[config.mk]
export PLATFORM = sky130hd
export DESIGN_NAME = bitmap_text_rect_generator_top
export DESIGN_NICKNAME = d
export VERILOG_FILES = /design/src/rtl/btrg_pkg.sv /design/src/rtl/btrg_front.sv /design/src/rtl/btrg_queue.sv /design/src/rtl/btrg_back.sv /design/src/rtl/bitmap_text_rect_generator_top.sv
export VERILOG_INCLUDE_DIRS = /design/src /design/src/rtl
export SDC_FILE = /design/constraint.sdc
export NUM_CORES = 1
export LEC_CHECK = 0
export BUFFER_PORTS_ARGS = -buffer_cell sky130_fd_sc_hd__buf_2
export CELL_PAD_IN_SITES_DETAIL_PLACEMENT = 1
export CELL_PAD_IN_SITES_GLOBAL_PLACEMENT = 1
export CORE_ASPECT_RATIO = 0.75
export CORE_MARGIN = 5
export CORE_UTILIZATION = 40
export CTS_BUF_LIST = sky130_fd_sc_hd__clkbuf_4 sky130_fd_sc_hd__clkbuf_8
export DETAILED_ROUTE_END_ITERATION = 16
export PLACE_DENSITY = 0.7
export SYNTH_ARGS = -nofsm -noshare
export SYNTH_HDL_FRONTEND = slang
export SYNTH_SLANG_ARGS = --single-unit
[constraint.sdc]
create_clock -name clk -period 8.2 [get_ports clk]
set_input_delay 1.23 -clock clk [delete_from_list [all_inputs] [get_ports clk]]
set_output_delay 1.23 -clock clk [all_outputs]
set_load 0.005 [all_outputs]
[src/rtl/bitmap_text_rect_generator_top_assert.svh]
// Assertion macros for the bitmap text square generator.
// Used by the top level; expects clk and rst_n in the scope of each use.
`ifndef BITMAP_TEXT_RECT_GENERATOR_TOP_ASSERT_SVH
`define BITMAP_TEXT_RECT_GENERATOR_TOP_ASSERT_SVH

// Consequent must hold in the same cycle as the antecedent.
`define BTRG_ASSERT_SAME(lbl, ante, cons, msg) \
  lbl: assert property (@(posedge clk) disable iff (!rst_n) (ante) |-> (cons)) \
    else $error(msg);

// Consequent must hold in the cycle after the antecedent.
`define BTRG_ASSERT_NEXT(lbl, ante, cons, msg) \
  lbl: assert property (@(posedge clk) disable iff (!rst_n) (ante) |=> (cons)) \
    else $error(msg);

`endif

[src/rtl/btrg_pkg.sv]
// Shared types, constants and font tables of the bitmap text square generator.
// No dependencies; every RTL module of the block imports this package.
`timescale 1ns / 1ps
`default_nettype none

package btrg_pkg;

  localparam int FONT_W         = 5;
  localparam int FONT_H         = 7;
  localparam int GLYPH_BITS     = FONT_W * FONT_H;
  localparam int LINE_COUNT_DEF = 8;
  localparam int QUEUE_DEPTH    = 2;
  localparam int QPTR_W         = (QUEUE_DEPTH > 1) ? $clog2(QUEUE_DEPTH) : 1;
  localparam int QCNT_W         = $clog2(QUEUE_DEPTH + 1);
  localparam int CFG_IDX_W      = 4;
  localparam int CFG_DATA_W     = 24;

  // Font table indexes.
  localparam logic [5:0] F_SPACE = 6'd0;
  localparam logic [5:0] F_BOX   = 6'd1;
  localparam logic [5:0] F_ALPHA = 6'd2;
  localparam logic [5:0] F_DIGIT = 6'd28;
  localparam logic [5:0] F_PUNCT = 6'd38;

  // Configuration register indexes.
  typedef enum logic [CFG_IDX_W-1:0] {
    CFG_SCALE    = 4'd0,
    CFG_CHAR_GAP = 4'd1,
    CFG_LINE_GAP = 4'd2,
    CFG_FG_COLOR = 4'd3
  } cfg_idx_t;

  typedef struct packed {
    logic [7:0]         ch;
    logic signed [15:0] origin_x;
    logic signed [15:0] origin_y;
    logic [2:0]         line_index;
    logic               first_of_line;
  } in_item_t;

  typedef struct packed {
    logic signed [15:0] rect_x;
    logic signed [15:0] rect_y;
    logic [3:0]         rect_size;
    logic [23:0]        color;
    logic               last;
  } out_item_t;

  // One character's drawing job, handed from the front to the back.
  typedef struct packed {
    logic [GLYPH_BITS-1:0] glyph;
    logic signed [15:0]    x0;
    logic signed [16:0]    ybase;
    logic [3:0]            size;
    logic [23:0]           color;
  } job_t;

  typedef struct packed {
    logic              full;
    logic [QCNT_W-1:0] count;
  } q_status_t;

  // Clamp a 17-bit signed value into the 16-bit signed range.
  function automatic logic signed [15:0] sat16(input logic signed [16:0] v);
    logic signed [15:0] r;
    if (v[16] != v[15]) begin
      r = {v[16], {15{~v[16]}}};
    end else begin
      r = v[15:0];
    end
    return r;
  endfunction

  // Map a character code to its font table index.
  function automatic logic [5:0] font_index(input logic [7:0] ch);
    logic [7:0] c;
    logic [5:0] idx;
    c = ch;
    if (c >= 8'h61 && c <= 8'h7a) begin
      c = c - 8'd32;
    end
    if (c == 8'h20) begin
      idx = F_SPACE;
    end else if (c >= 8'h41 && c <= 8'h5a) begin
      idx = F_ALPHA + 6'(c - 8'h41);
    end else if (c >= 8'h30 && c <= 8'h39) begin
      idx = F_DIGIT + 6'(c - 8'h30);
    end else begin
      case (c)
        8'h3a:   idx = F_PUNCT;
        8'h2e:   idx = F_PUNCT + 6'd1;
        8'h2f:   idx = F_PUNCT + 6'd2;
        8'h2d:   idx = F_PUNCT + 6'd3;
        8'h5f:   idx = F_PUNCT + 6'd4;
        8'h25:   idx = F_PUNCT + 6'd5;
        8'h2b:   idx = F_PUNCT + 6'd6;
        8'h7c:   idx = F_PUNCT + 6'd7;
        default: idx = F_BOX;
      endcase
    end
    return idx;
  endfunction

  // Font bitmap: top row in the high bits, left column as bit 4 of each row.
  function automatic logic [GLYPH_BITS-1:0] font_rom(input logic [5:0] idx);
    logic [GLYPH_BITS-1:0] g;
    case (idx)
      6'd0:    g = {5'd0, 5'd0, 5'd0, 5'd0, 5'd0, 5'd0, 5'd0};
      6'd1:    g = {5'd31, 5'd17, 5'd17, 5'd17, 5'd17, 5'd17, 5'd31};
      6'd2:    g = {5'd14, 5'd17, 5'd17, 5'd31, 5'd17, 5'd17, 5'd17};
      6'd3:    g = {5'd30, 5'd17, 5'd17, 5'd30, 5'd17, 5'd17, 5'd30};
      6'd4:    g = {5'd14, 5'd17, 5'd16, 5'd16, 5'd16, 5'd17, 5'd14};
      6'd5:    g = {5'd30, 5'd17, 5'd17, 5'd17, 5'd17, 5'd17, 5'd30};
      6'd6:    g = {5'd31, 5'd16, 5'd16, 5'd30, 5'd16, 5'd16, 5'd31};
      6'd7:    g = {5'd31, 5'd16, 5'd16, 5'd30, 5'd16, 5'd16, 5'd16};
      6'd8:    g = {5'd14, 5'd17, 5'd16, 5'd23, 5'd17, 5'd17, 5'd15};
      6'd9:    g = {5'd17, 5'd17, 5'd17, 5'd31, 5'd17, 5'd17, 5'd17};
      6'd10:   g = {5'd14, 5'd4, 5'd4, 5'd4, 5'd4, 5'd4, 5'd14};
      6'd11:   g = {5'd7, 5'd2, 5'd2, 5'd2, 5'd18, 5'd18, 5'd12};
      6'd12:   g = {5'd17, 5'd18, 5'd20, 5'd24, 5'd20, 5'd18, 5'd17};
      6'd13:   g = {5'd16, 5'd16, 5'd16, 5'd16, 5'd16, 5'd16, 5'd31};
      6'd14:   g = {5'd17, 5'd27, 5'd21, 5'd21, 5'd17, 5'd17, 5'd17};
      6'd15:   g = {5'd17, 5'd25, 5'd21, 5'd19, 5'd17, 5'd17, 5'd17};
      6'd16:   g = {5'd14, 5'd17, 5'd17, 5'd17, 5'd17, 5'd17, 5'd14};
      6'd17:   g = {5'd30, 5'd17, 5'd17, 5'd30, 5'd16, 5'd16, 5'd16};
      6'd18:   g = {5'd14, 5'd17, 5'd17, 5'd17, 5'd21, 5'd18, 5'd13};
      6'd19:   g = {5'd30, 5'd17, 5'd17, 5'd30, 5'd20, 5'd18, 5'd17};
      6'd20:   g = {5'd15, 5'd16, 5'd16, 5'd14, 5'd1, 5'd1, 5'd30};
      6'd21:   g = {5'd31, 5'd4, 5'd4, 5'd4, 5'd4, 5'd4, 5'd4};
      6'd22:   g = {5'd17, 5'd17, 5'd17, 5'd17, 5'd17, 5'd17, 5'd14};
      6'd23:   g = {5'd17, 5'd17, 5'd17, 5'd17, 5'd17, 5'd10, 5'd4};
      6'd24:   g = {5'd17, 5'd17, 5'd17, 5'd21, 5'd21, 5'd21, 5'd10};
      6'd25:   g = {5'd17, 5'd17, 5'd10, 5'd4, 5'd10, 5'd17, 5'd17};
      6'd26:   g = {5'd17, 5'd17, 5'd10, 5'd4, 5'd4, 5'd4, 5'd4};
      6'd27:   g = {5'd31, 5'd1, 5'd2, 5'd4, 5'd8, 5'd16, 5'd31};
      6'd28:   g = {5'd14, 5'd17, 5'd19, 5'd21, 5'd25, 5'd17, 5'd14};
      6'd29:   g = {5'd4, 5'd12, 5'd4, 5'd4, 5'd4, 5'd4, 5'd14};
      6'd30:   g = {5'd14, 5'd17, 5'd1, 5'd2, 5'd4, 5'd8, 5'd31};
      6'd31:   g = {5'd30, 5'd1, 5'd1, 5'd14, 5'd1, 5'd1, 5'd30};
      6'd32:   g = {5'd2, 5'd6, 5'd10, 5'd18, 5'd31, 5'd2, 5'd2};
      6'd33:   g = {5'd31, 5'd16, 5'd16, 5'd30, 5'd1, 5'd1, 5'd30};
      6'd34:   g = {5'd14, 5'd16, 5'd16, 5'd30, 5'd17, 5'd17, 5'd14};
      6'd35:   g = {5'd31, 5'd1, 5'd2, 5'd4, 5'd8, 5'd8, 5'd8};
      6'd36:   g = {5'd14, 5'd17, 5'd17, 5'd14, 5'd17, 5'd17, 5'd14};
      6'd37:   g = {5'd14, 5'd17, 5'd17, 5'd15, 5'd1, 5'd1, 5'd14};
      6'd38:   g = {5'd0, 5'd4, 5'd4, 5'd0, 5'd4, 5'd4, 5'd0};
      6'd39:   g = {5'd0, 5'd0, 5'd0, 5'd0, 5'd0, 5'd12, 5'd12};
      6'd40:   g = {5'd1, 5'd1, 5'd2, 5'd4, 5'd8, 5'd16, 5'd16};
      6'd41:   g = {5'd0, 5'd0, 5'd0, 5'd31, 5'd0, 5'd0, 5'd0};
      6'd42:   g = {5'd0, 5'd0, 5'd0, 5'd0, 5'd0, 5'd0, 5'd31};
      6'd43:   g = {5'd24, 5'd25, 5'd2, 5'd4, 5'd8, 5'd19, 5'd3};
      6'd44:   g = {5'd0, 5'd4, 5'd4, 5'd31, 5'd4, 5'd4, 5'd0};
      6'd45:   g = {5'd4, 5'd4, 5'd4, 5'd4, 5'd4, 5'd4, 5'd4};
      default: g = {5'd31, 5'd17, 5'd17, 5'd17, 5'd17, 5'd17, 5'd31};
    endcase
    return g;
  endfunction

endpackage

`default_nettype wire

[src/rtl/btrg_front.sv]
// Front part: configuration registers, cursor, font lookup and job building.
// Depends on btrg_pkg; feeds btrg_queue.
`timescale 1ns / 1ps
`default_nettype none

module btrg_front #(
  parameter int LINE_COUNT = btrg_pkg::LINE_COUNT_DEF
) (
  input  logic                                 clk,
  input  logic                                 rst_n,
  input  logic                                 in_valid,
  input  logic                                 in_stall,
  input  btrg_pkg::in_item_t                   in_data,
  input  logic                                 cfg_valid,
  input  logic [btrg_pkg::CFG_IDX_W-1:0]       cfg_index,
  input  logic [btrg_pkg::CFG_DATA_W-1:0]      cfg_data,
  output logic                                 q_push,
  output btrg_pkg::job_t                       q_push_data
);
  import btrg_pkg::*;

  localparam logic [6:0] LineLimit = 7'(LINE_COUNT);

  logic [3:0]         scale_r,    scale_nxt;
  logic [7:0]         char_gap_r, char_gap_nxt;
  logic [7:0]         line_gap_r, line_gap_nxt;
  logic [23:0]        fg_color_r, fg_color_nxt;
  logic signed [15:0] cursor_r,   cursor_nxt;

  logic               accept;
  logic               line_ok;
  logic [3:0]         s_eff;
  logic [8:0]         pitch;
  logic [11:0]        line_off;
  logic signed [15:0] cur_use;
  logic signed [16:0] cur_adv;
  logic [5:0]         fidx;

  // Configuration writes; unknown indexes are dropped.
  always_comb begin
    scale_nxt    = scale_r;
    char_gap_nxt = char_gap_r;
    line_gap_nxt = line_gap_r;
    fg_color_nxt = fg_color_r;
    if (cfg_valid) begin
      case (cfg_index)
        CFG_SCALE:    scale_nxt    = cfg_data[3:0];
        CFG_CHAR_GAP: char_gap_nxt = cfg_data[7:0];
        CFG_LINE_GAP: line_gap_nxt = cfg_data[7:0];
        CFG_FG_COLOR: fg_color_nxt = cfg_data[23:0];
        default: ;
      endcase
    end
  end

  // Per-character arithmetic and font lookup.
  always_comb begin
    accept   = in_valid && !in_stall;
    line_ok  = {4'd0, in_data.line_index} < LineLimit;
    s_eff    = (scale_r == 4'd0) ? 4'd1 : scale_r;
    pitch    = 9'(s_eff) * 9'(FONT_H) + 9'(line_gap_r);
    line_off = 12'(in_data.line_index) * 12'(pitch);
    cur_use  = in_data.first_of_line ? in_data.origin_x : cursor_r;
    cur_adv  = 17'(cur_use) + $signed({8'd0, 9'(s_eff) * 9'(FONT_W)})
             + $signed({9'd0, char_gap_r});
    fidx     = font_index(in_data.ch);

    cursor_nxt = cursor_r;
    if (accept && line_ok) begin
      cursor_nxt = sat16(cur_adv);
    end

    q_push            = accept && line_ok && (fidx != F_SPACE);
    q_push_data.glyph = font_rom(fidx);
    q_push_data.x0    = cur_use;
    q_push_data.ybase = 17'(in_data.origin_y) + $signed({5'd0, line_off});
    q_push_data.size  = s_eff;
    q_push_data.color = fg_color_r;
  end

  always_ff @(posedge clk) begin
    if (!rst_n) begin
      scale_r    <= 4'd1;
      char_gap_r <= 8'd1;
      line_gap_r <= 8'd2;
      fg_color_r <= 24'd0;
      cursor_r   <= 16'sd0;
    end else begin
      scale_r    <= scale_nxt;
      char_gap_r <= char_gap_nxt;
      line_gap_r <= line_gap_nxt;
      fg_color_r <= fg_color_nxt;
      cursor_r   <= cursor_nxt;
    end
  end

endmodule

`default_nettype wire

[src/rtl/btrg_queue.sv]
// Short job queue between the front and the back parts.
// Depends on btrg_pkg for the job type and depth.
`timescale 1ns / 1ps
`default_nettype none

module btrg_queue (
  input  logic                 clk,
  input  logic                 rst_n,
  input  logic                 push,
  input  btrg_pkg::job_t       push_data,
  input  logic                 pop,
  output logic                 pop_valid,
  output btrg_pkg::job_t       pop_data,
  output btrg_pkg::q_status_t  status
);
  import btrg_pkg::*;

  localparam logic [QPTR_W-1:0] LastPtr = QPTR_W'(QUEUE_DEPTH - 1);

  job_t              mem_r [QUEUE_DEPTH];
  logic [QPTR_W-1:0] wr_ptr_r, wr_ptr_nxt;
  logic [QPTR_W-1:0] rd_ptr_r, rd_ptr_nxt;
  logic [QCNT_W-1:0] cnt_r,    cnt_nxt;

  // Pointer and fill count update.
  always_comb begin
    wr_ptr_nxt = wr_ptr_r;
    rd_ptr_nxt = rd_ptr_r;
    cnt_nxt    = cnt_r;
    if (push) begin
      wr_ptr_nxt = (wr_ptr_r == LastPtr) ? '0 : wr_ptr_r + 1'b1;
    end
    if (pop) begin
      rd_ptr_nxt = (rd_ptr_r == LastPtr) ? '0 : rd_ptr_r + 1'b1;
    end
    if (push && !pop) begin
      cnt_nxt = cnt_r + 1'b1;
    end else if (pop && !push) begin
      cnt_nxt = cnt_r - 1'b1;
    end
  end

  assign pop_valid    = (cnt_r != '0);
  assign pop_data     = mem_r[rd_ptr_r];
  assign status.full  = (cnt_r == QCNT_W'(QUEUE_DEPTH));
  assign status.count = cnt_r;

  always_ff @(posedge clk) begin
    if (!rst_n) begin
      wr_ptr_r <= '0;
      rd_ptr_r <= '0;
      cnt_r    <= '0;
    end else begin
      wr_ptr_r <= wr_ptr_nxt;
      rd_ptr_r <= rd_ptr_nxt;
      cnt_r    <= cnt_nxt;
    end
  end

  // Entry storage needs no reset.
  always_ff @(posedge clk) begin
    if (push) begin
      mem_r[wr_ptr_r] <= push_data;
    end
  end

endmodule

`default_nettype wire

[src/rtl/btrg_back.sv]
// Back part: scans one glyph a pixel per cycle while the output is not stalled, and emits square commands.
// Depends on btrg_pkg; takes jobs from btrg_queue.
`timescale 1ns / 1ps
`default_nettype none

module btrg_back (
  input  logic                clk,
  input  logic                rst_n,
  input  logic                q_valid,
  input  btrg_pkg::job_t      q_data,
  output logic                q_pop,
  output logic                busy,
  output logic                out_valid,
  input  logic                out_stall,
  output btrg_pkg::out_item_t out_data
);
  import btrg_pkg::*;

  localparam logic [2:0] LastCol = 3'(FONT_W - 1);

  logic                  busy_r,      busy_nxt;
  logic [GLYPH_BITS-1:0] sh_r,        sh_nxt;
  logic [2:0]            col_r,       col_nxt;
  logic signed [16:0]    x_r,         x_nxt;
  logic signed [16:0]    y_r,         y_nxt;
  logic signed [15:0]    x0_r,        x0_nxt;
  logic [3:0]            s_r,         s_nxt;
  logic [23:0]           color_r,     color_nxt;
  logic                  out_valid_r, out_valid_nxt;
  out_item_t             out_data_r,  out_data_nxt;

  logic can_step;
  logic step;
  logic rest_zero;
  logic finish;
  logic load;

  // Scan control: one glyph position per cycle while the output can take it.
  always_comb begin
    can_step  = !out_valid_r || !out_stall;
    step      = busy_r && can_step;
    rest_zero = (sh_r[GLYPH_BITS-2:0] == '0);
    finish    = step && rest_zero;
    load      = q_valid && (!busy_r || finish);
  end

  // Scan registers.
  always_comb begin
    busy_nxt  = busy_r;
    sh_nxt    = sh_r;
    col_nxt   = col_r;
    x_nxt     = x_r;
    y_nxt     = y_r;
    x0_nxt    = x0_r;
    s_nxt     = s_r;
    color_nxt = color_r;
    if (finish) begin
      busy_nxt = 1'b0;
    end
    if (load) begin
      busy_nxt  = 1'b1;
      sh_nxt    = q_data.glyph;
      col_nxt   = 3'd0;
      x_nxt     = 17'(q_data.x0);
      y_nxt     = q_data.ybase;
      x0_nxt    = q_data.x0;
      s_nxt     = q_data.size;
      color_nxt = q_data.color;
    end else if (step) begin
      sh_nxt = {sh_r[GLYPH_BITS-2:0], 1'b0};
      if (col_r == LastCol) begin
        col_nxt = 3'd0;
        x_nxt   = 17'(x0_r);
        y_nxt   = y_r + $signed({13'd0, s_r});
      end else begin
        col_nxt = col_r + 3'd1;
        x_nxt   = x_r + $signed({13'd0, s_r});
      end
    end
  end

  // Output register: loaded on a lit pixel, held while stalled.
  always_comb begin
    out_valid_nxt = out_valid_r && out_stall;
    out_data_nxt  = out_data_r;
    if (step && sh_r[GLYPH_BITS-1]) begin
      out_valid_nxt          = 1'b1;
      out_data_nxt.rect_x    = sat16(x_r);
      out_data_nxt.rect_y    = sat16(y_r);
      out_data_nxt.rect_size = s_r;
      out_data_nxt.color     = color_r;
      out_data_nxt.last      = rest_zero;
    end
  end

  assign q_pop     = load;
  assign busy      = busy_r;
  assign out_valid = out_valid_r;
  assign out_data  = out_data_r;

  always_ff @(posedge clk) begin
    if (!rst_n) begin
      busy_r      <= 1'b0;
      out_valid_r <= 1'b0;
    end else begin
      busy_r      <= busy_nxt;
      out_valid_r <= out_valid_nxt;
    end
  end

  always_ff @(posedge clk) begin
    sh_r       <= sh_nxt;
    col_r      <= col_nxt;
    x_r        <= x_nxt;
    y_r        <= y_nxt;
    x0_r       <= x0_nxt;
    s_r        <= s_nxt;
    color_r    <= color_nxt;
    out_data_r <= out_data_nxt;
  end

endmodule

`default_nettype wire

[src/rtl/bitmap_text_rect_generator_top.sv]
// Top level of the bitmap text square generator: front, job queue and back.
// Depends on btrg_pkg, btrg_front, btrg_queue, btrg_back and the assert header.
//
//   Channel  Direction  Handshake          Payload
//   in_      input      in_valid/in_stall  in_item_t (one character)
//   out_     output     out_valid/out_stall out_item_t (one square)
//   cfg_     input      cfg_valid/cfg_ready cfg_index, cfg_data (register write)
//
// The front takes one character per cycle while not stalled, into a two-entry
// job queue. The back scans each glyph one pixel position per cycle while its
// output is not stalled, and stops after the last lit pixel; a space or an
// out-of-range line is dropped by the front and never reaches the queue.
// Reset is synchronous and active low; an output stall freezes the scan while a
// square is waiting; an input stall is raised only while the job queue is full.
`timescale 1ns / 1ps
`default_nettype none

`include "bitmap_text_rect_generator_top_assert.svh"

module bitmap_text_rect_generator_top #(
  parameter int LINE_COUNT = btrg_pkg::LINE_COUNT_DEF
) (
  input  logic                            clk,
  input  logic                            rst_n,
  input  logic                            in_valid,
  output logic                            in_stall,
  input  btrg_pkg::in_item_t              in_data,
  output logic                            out_valid,
  input  logic                            out_stall,
  output btrg_pkg::out_item_t             out_data,
  input  logic                            cfg_valid,
  output logic                            cfg_ready,
  input  logic [btrg_pkg::CFG_IDX_W-1:0]  cfg_index,
  input  logic [btrg_pkg::CFG_DATA_W-1:0] cfg_data
);
  import btrg_pkg::*;

  logic      q_push;
  job_t      q_push_data;
  logic      q_pop;
  logic      q_valid;
  job_t      q_data;
  q_status_t q_stat;
  logic      back_busy;

  // Registers are always writable.
  assign cfg_ready = 1'b1;
  assign in_stall  = q_stat.full;

  btrg_front #(
    .LINE_COUNT(LINE_COUNT)
  ) u_front (
    .clk        (clk),
    .rst_n      (rst_n),
    .in_valid   (in_valid),
    .in_stall   (in_stall),
    .in_data    (in_data),
    .cfg_valid  (cfg_valid && cfg_ready),
    .cfg_index  (cfg_index),
    .cfg_data   (cfg_data),
    .q_push     (q_push),
    .q_push_data(q_push_data)
  );

  btrg_queue u_queue (
    .clk      (clk),
    .rst_n    (rst_n),
    .push     (q_push),
    .push_data(q_push_data),
    .pop      (q_pop),
    .pop_valid(q_valid),
    .pop_data (q_data),
    .status   (q_stat)
  );

  btrg_back u_back (
    .clk      (clk),
    .rst_n    (rst_n),
    .q_valid  (q_valid),
    .q_data   (q_data),
    .q_pop    (q_pop),
    .busy     (back_busy),
    .out_valid(out_valid),
    .out_stall(out_stall),
    .out_data (out_data)
  );

  // A square that is not the last one means the glyph scan is still running.
  `BTRG_ASSERT_SAME(a_more_pending, out_valid && !out_data.last, back_busy, "scan ended early")
  // The front never writes a full queue.
  `BTRG_ASSERT_SAME(a_no_push_full, q_push, !q_stat.full, "push into full queue")
  // A pushed job is held in the queue on the following cycle.
  `BTRG_ASSERT_NEXT(a_push_lands, q_push, q_stat.count != '0, "pushed job lost")

endmodule

`default_nettype wire

==> out/qor_table.md <==
| Parameter | This run |
|---|---|
| Synthesized instance count | 1847 |
| First-pass GRT wire length | 89.7 mm |
| Die Footprint | 59600 um2 |
| Tmin final | 6800 ps |
| Top post-synthesis cells by count | edfxtp_1 (366), nand2_1 (176), inv_1 (103) |
| Vertical extent of the die | 213 um |
| Fraction of the yosys area taken by sequential cells | 0.566 |
| All-Layer GR Usage | 0.192 |
| Final worst-path cycle share | 0.830 |
| Critical Path Start | u_front.scale_r[2] |
| Endpoint kind of the worst setup timing path | flop |
| CP Capture Point | u_queue.mem_r[1][43] |
| Worst reg2reg endpoint | u_queue.mem_r[1][43] |
| Arrival time worst endpoint | 7180 ps |
| Antenna violations before repair | 0 |
| Vias in the first global route | 15500 |
| H-tree levels | 3 |
| RSZ-0062 raised after global routing | false |
| Count of TritonRoute iterations in the first routing pass | 5 |
| Routed length per placed instance | 21.0 um |
| Synth top area share | 0.502 |
| Clock-pin slew of the registers on the worst-case setup and hold paths | 70 ps |
| Area overhead of the layout relative to synthesis | 13.3% |
| Max FO, Critical Path | 7 |
| Worst path max stage delay | 530 ps |
| Slew headroom | 0.209 |
| Critical-path cell with the highest stage delay | a21oi_1 |
| Hold-critical path depth | 0 |
| Setup Crit Path Kind | reg -> reg |
| Post-synthesis sequential element count | 436 |
| Critical Path RT | 8570 ps |
| Number of pins with negative max-slew slack in the final report | 0 |
| Grt total ovfl | 0 |
| Count of antenna-violating nets left after detailed routing | 0 |
| First DRT Iteration DRCs | 1132 |
| Post-route setup TNS | 0 ps |
| RD Place Congestion | 0.926 |
| Post-cts resize count | 0 |
| Max-cap viol count | 0 |
| Largest area contributor in the netlist | edfxtp_1 |
| Buf/Inv on CP | 4 |
| Number of distinct library cells after synthesis | 92 |
| Result of the run | completed |
| DRT Wirelength | 58.1 mm |
| Maximum number of pins on one net before global-route repair | 98 |
| TritonCTS clock tree | done |
| Horiz. Die Dim | 280 um |
| Initial Utilization | 0.403 |
| Via density per instance | 5.39 |
| Diode insertion count for antenna repair | 0 |
| Number of hold buffers added after cts | 0 |
| Final setup violation count | 0 |
| CP dominant cell by count | ha_1 |
| Postcts setup bufs | 0 |
| Commonest register cell after synthesis | edfxtp_1 |
| Number of nets in the synthesized netlist | 2036 |
| Core box area | 54300 um2 |
| Avg Cell Area, Syn | 11.9 um2 |
| Slew at the pin closest to its max-slew limit | 1180 ps |
| Hold violation count in the final report | 0 |
| Clock sink count | 436 |
| Most frequent cell after synthesis | edfxtp_1 |
| Ratio of cells with drive above 1 in the final layout | 0.183 |
| Proportion of register bits with asynchronous set or reset after synthesis | 0 |
| Highest clock rate | 147 MHz |
| Clock network latency to the later pin of the worst-skew pair | 640 ps |
| Area taken by flip-flops and latches | 12400 um2 |
| Min-Delay Startpoint | u_back.color_r[18] |
| Startpoint of the lowest-slack register-to-register path | u_front.scale_r[2] |
| Count of fill cells added during filler insertion | 5722 |
| Post-DP HPWL | 40.1 mm |
| Worst hold-check slack | 417 ps |
| Reg2Reg Depth | 27 |
| Area of the multi-input gates | 8700 um2 |
| Clock buffer depth | 3 |
| Synth Cell Area | 21900 um2 |
| DR DRC count | 0 |
| Boundary Pins | 141 |
| Nets | 2171 |
| Cell family with most CP delay | adder cells |
| Root buffer cell | clkbuf_8 |
| Yosys warning count | 0 |
| Standby leakage power | 9.51 nW |
| Pwr Density | 313 nW/um2 |
| Sort of element at the start of the critical path | flop |
| Setup slack of the most critical reg-to-reg path | 1400 ps |
| Clock buffers created by TritonCTS | 72 |
| Levels on crit path | 27 |
| Top area cells in the synthesized netlist | edfxtp_1 (50%), dfxtp_1 (6.4%), ha_1 (5.1%) |
| Number of vias in the routed layout | 14900 |
| Fin Clk Skew | 33.8 ps |
| EDFF count, synth | 366 |
| Worst hold path type | reg -> reg |
| Number of port buffers | 139 |
| Worst supply voltage drop on vdd | 0.175 mV |
| Number of standard-cell rows in the floorplan | 74 |
-- per-stage QoR --
stage	std cells	setup WS, ps	total power [W]	area, um2	util
global route	2763	783	0.00822	24800	0.456
floorplan	1847	1210	0.00504	21900	-
CTS	2763	1340	0.00785	24800	0.456
detailed placement	2630	1410	0.00582	23300	0.428
finish	2763	1400	0.00775	24800	0.456
global placement	2630	1780	0.00572	23300	0.428
-- power by group --
part | switching, W | internal, W
logic | 0.00136 | 0.000813
registers | 0.000309 | 0.00329
clock network | 0.000875 | 0.00111
-- placed cells by master, fill, tap and decap left out, types with 69 or more instances in the layout --
cell type,instances
nor2_1,86
edfxtp_1,366
a21oi_1,90
inv_1,101
dfxtp_1,69
clkbuf_8,85
buf_2,139
nand2_1,175
o21ai_0,99
ha_1,89
mux2i_1,81
-- logic make-up after synthesis --
group / share of synthesized area
buf+inv: 0.0379
flops: 0.566
other cells: 0.000171
compound gates: 0.130
simple gates: 0.100
mux: 0.0645
xor+xnor: 0.0288
fa+ha+maj: 0.0724
-- per-layer routing --
layer | part of all wire | global-route usage | vias to the layer above
li1 | - | - | 7044
met1 | 0.49 | 0.285 | 7392
met2 | 0.44 | 0.291 | 378
met3 | 0.050 | 0.0369 | 89
met4 | 0.020 | 0.0470 | 0
met5 | 0 | 0 | -
-- sequential cells by signal, summed over array words and instances (netlist names), 8 cells and up, named ones only --
name	cells
u_front.line_gap_r	8
u_back.x0_r	16
u_queue.mem_r	192
u_front.cursor_r	16
u_back.sh_r	35
u_back.x_r	17
u_back.out_data	61
u_front.char_gap_r	8
u_back.y_r	17
u_back.color_r	24
u_front.fg_color_r	24
-- area by class of cell --
type | instances | share of cell area
Tap cell | 722 | 0.0364
Timing Repair Buffer | 159 | 0.0351
Multi-Input combinational cell | 1208 | 0.351
Clock inverter | 21 | 0.00590
Sequential cell | 436 | 0.500
Clock buffer | 112 | 0.0554
Inverter | 105 | 0.0161
-- worst min path at each step --
stage	endpoint	slack, ps
5_1_grt	u_back.out_data[19]	420
3_3_place_gp	u_back.out_data[24]	400
3_5_place_dp	u_back.out_data[12]	410
6_report	u_back.out_data[19]	420
4_1_cts	u_back.out_data[19]	410
2_1_floorplan	u_back.out_data[10]	400
Note: power is estimated with default switching activity, not from simulation.
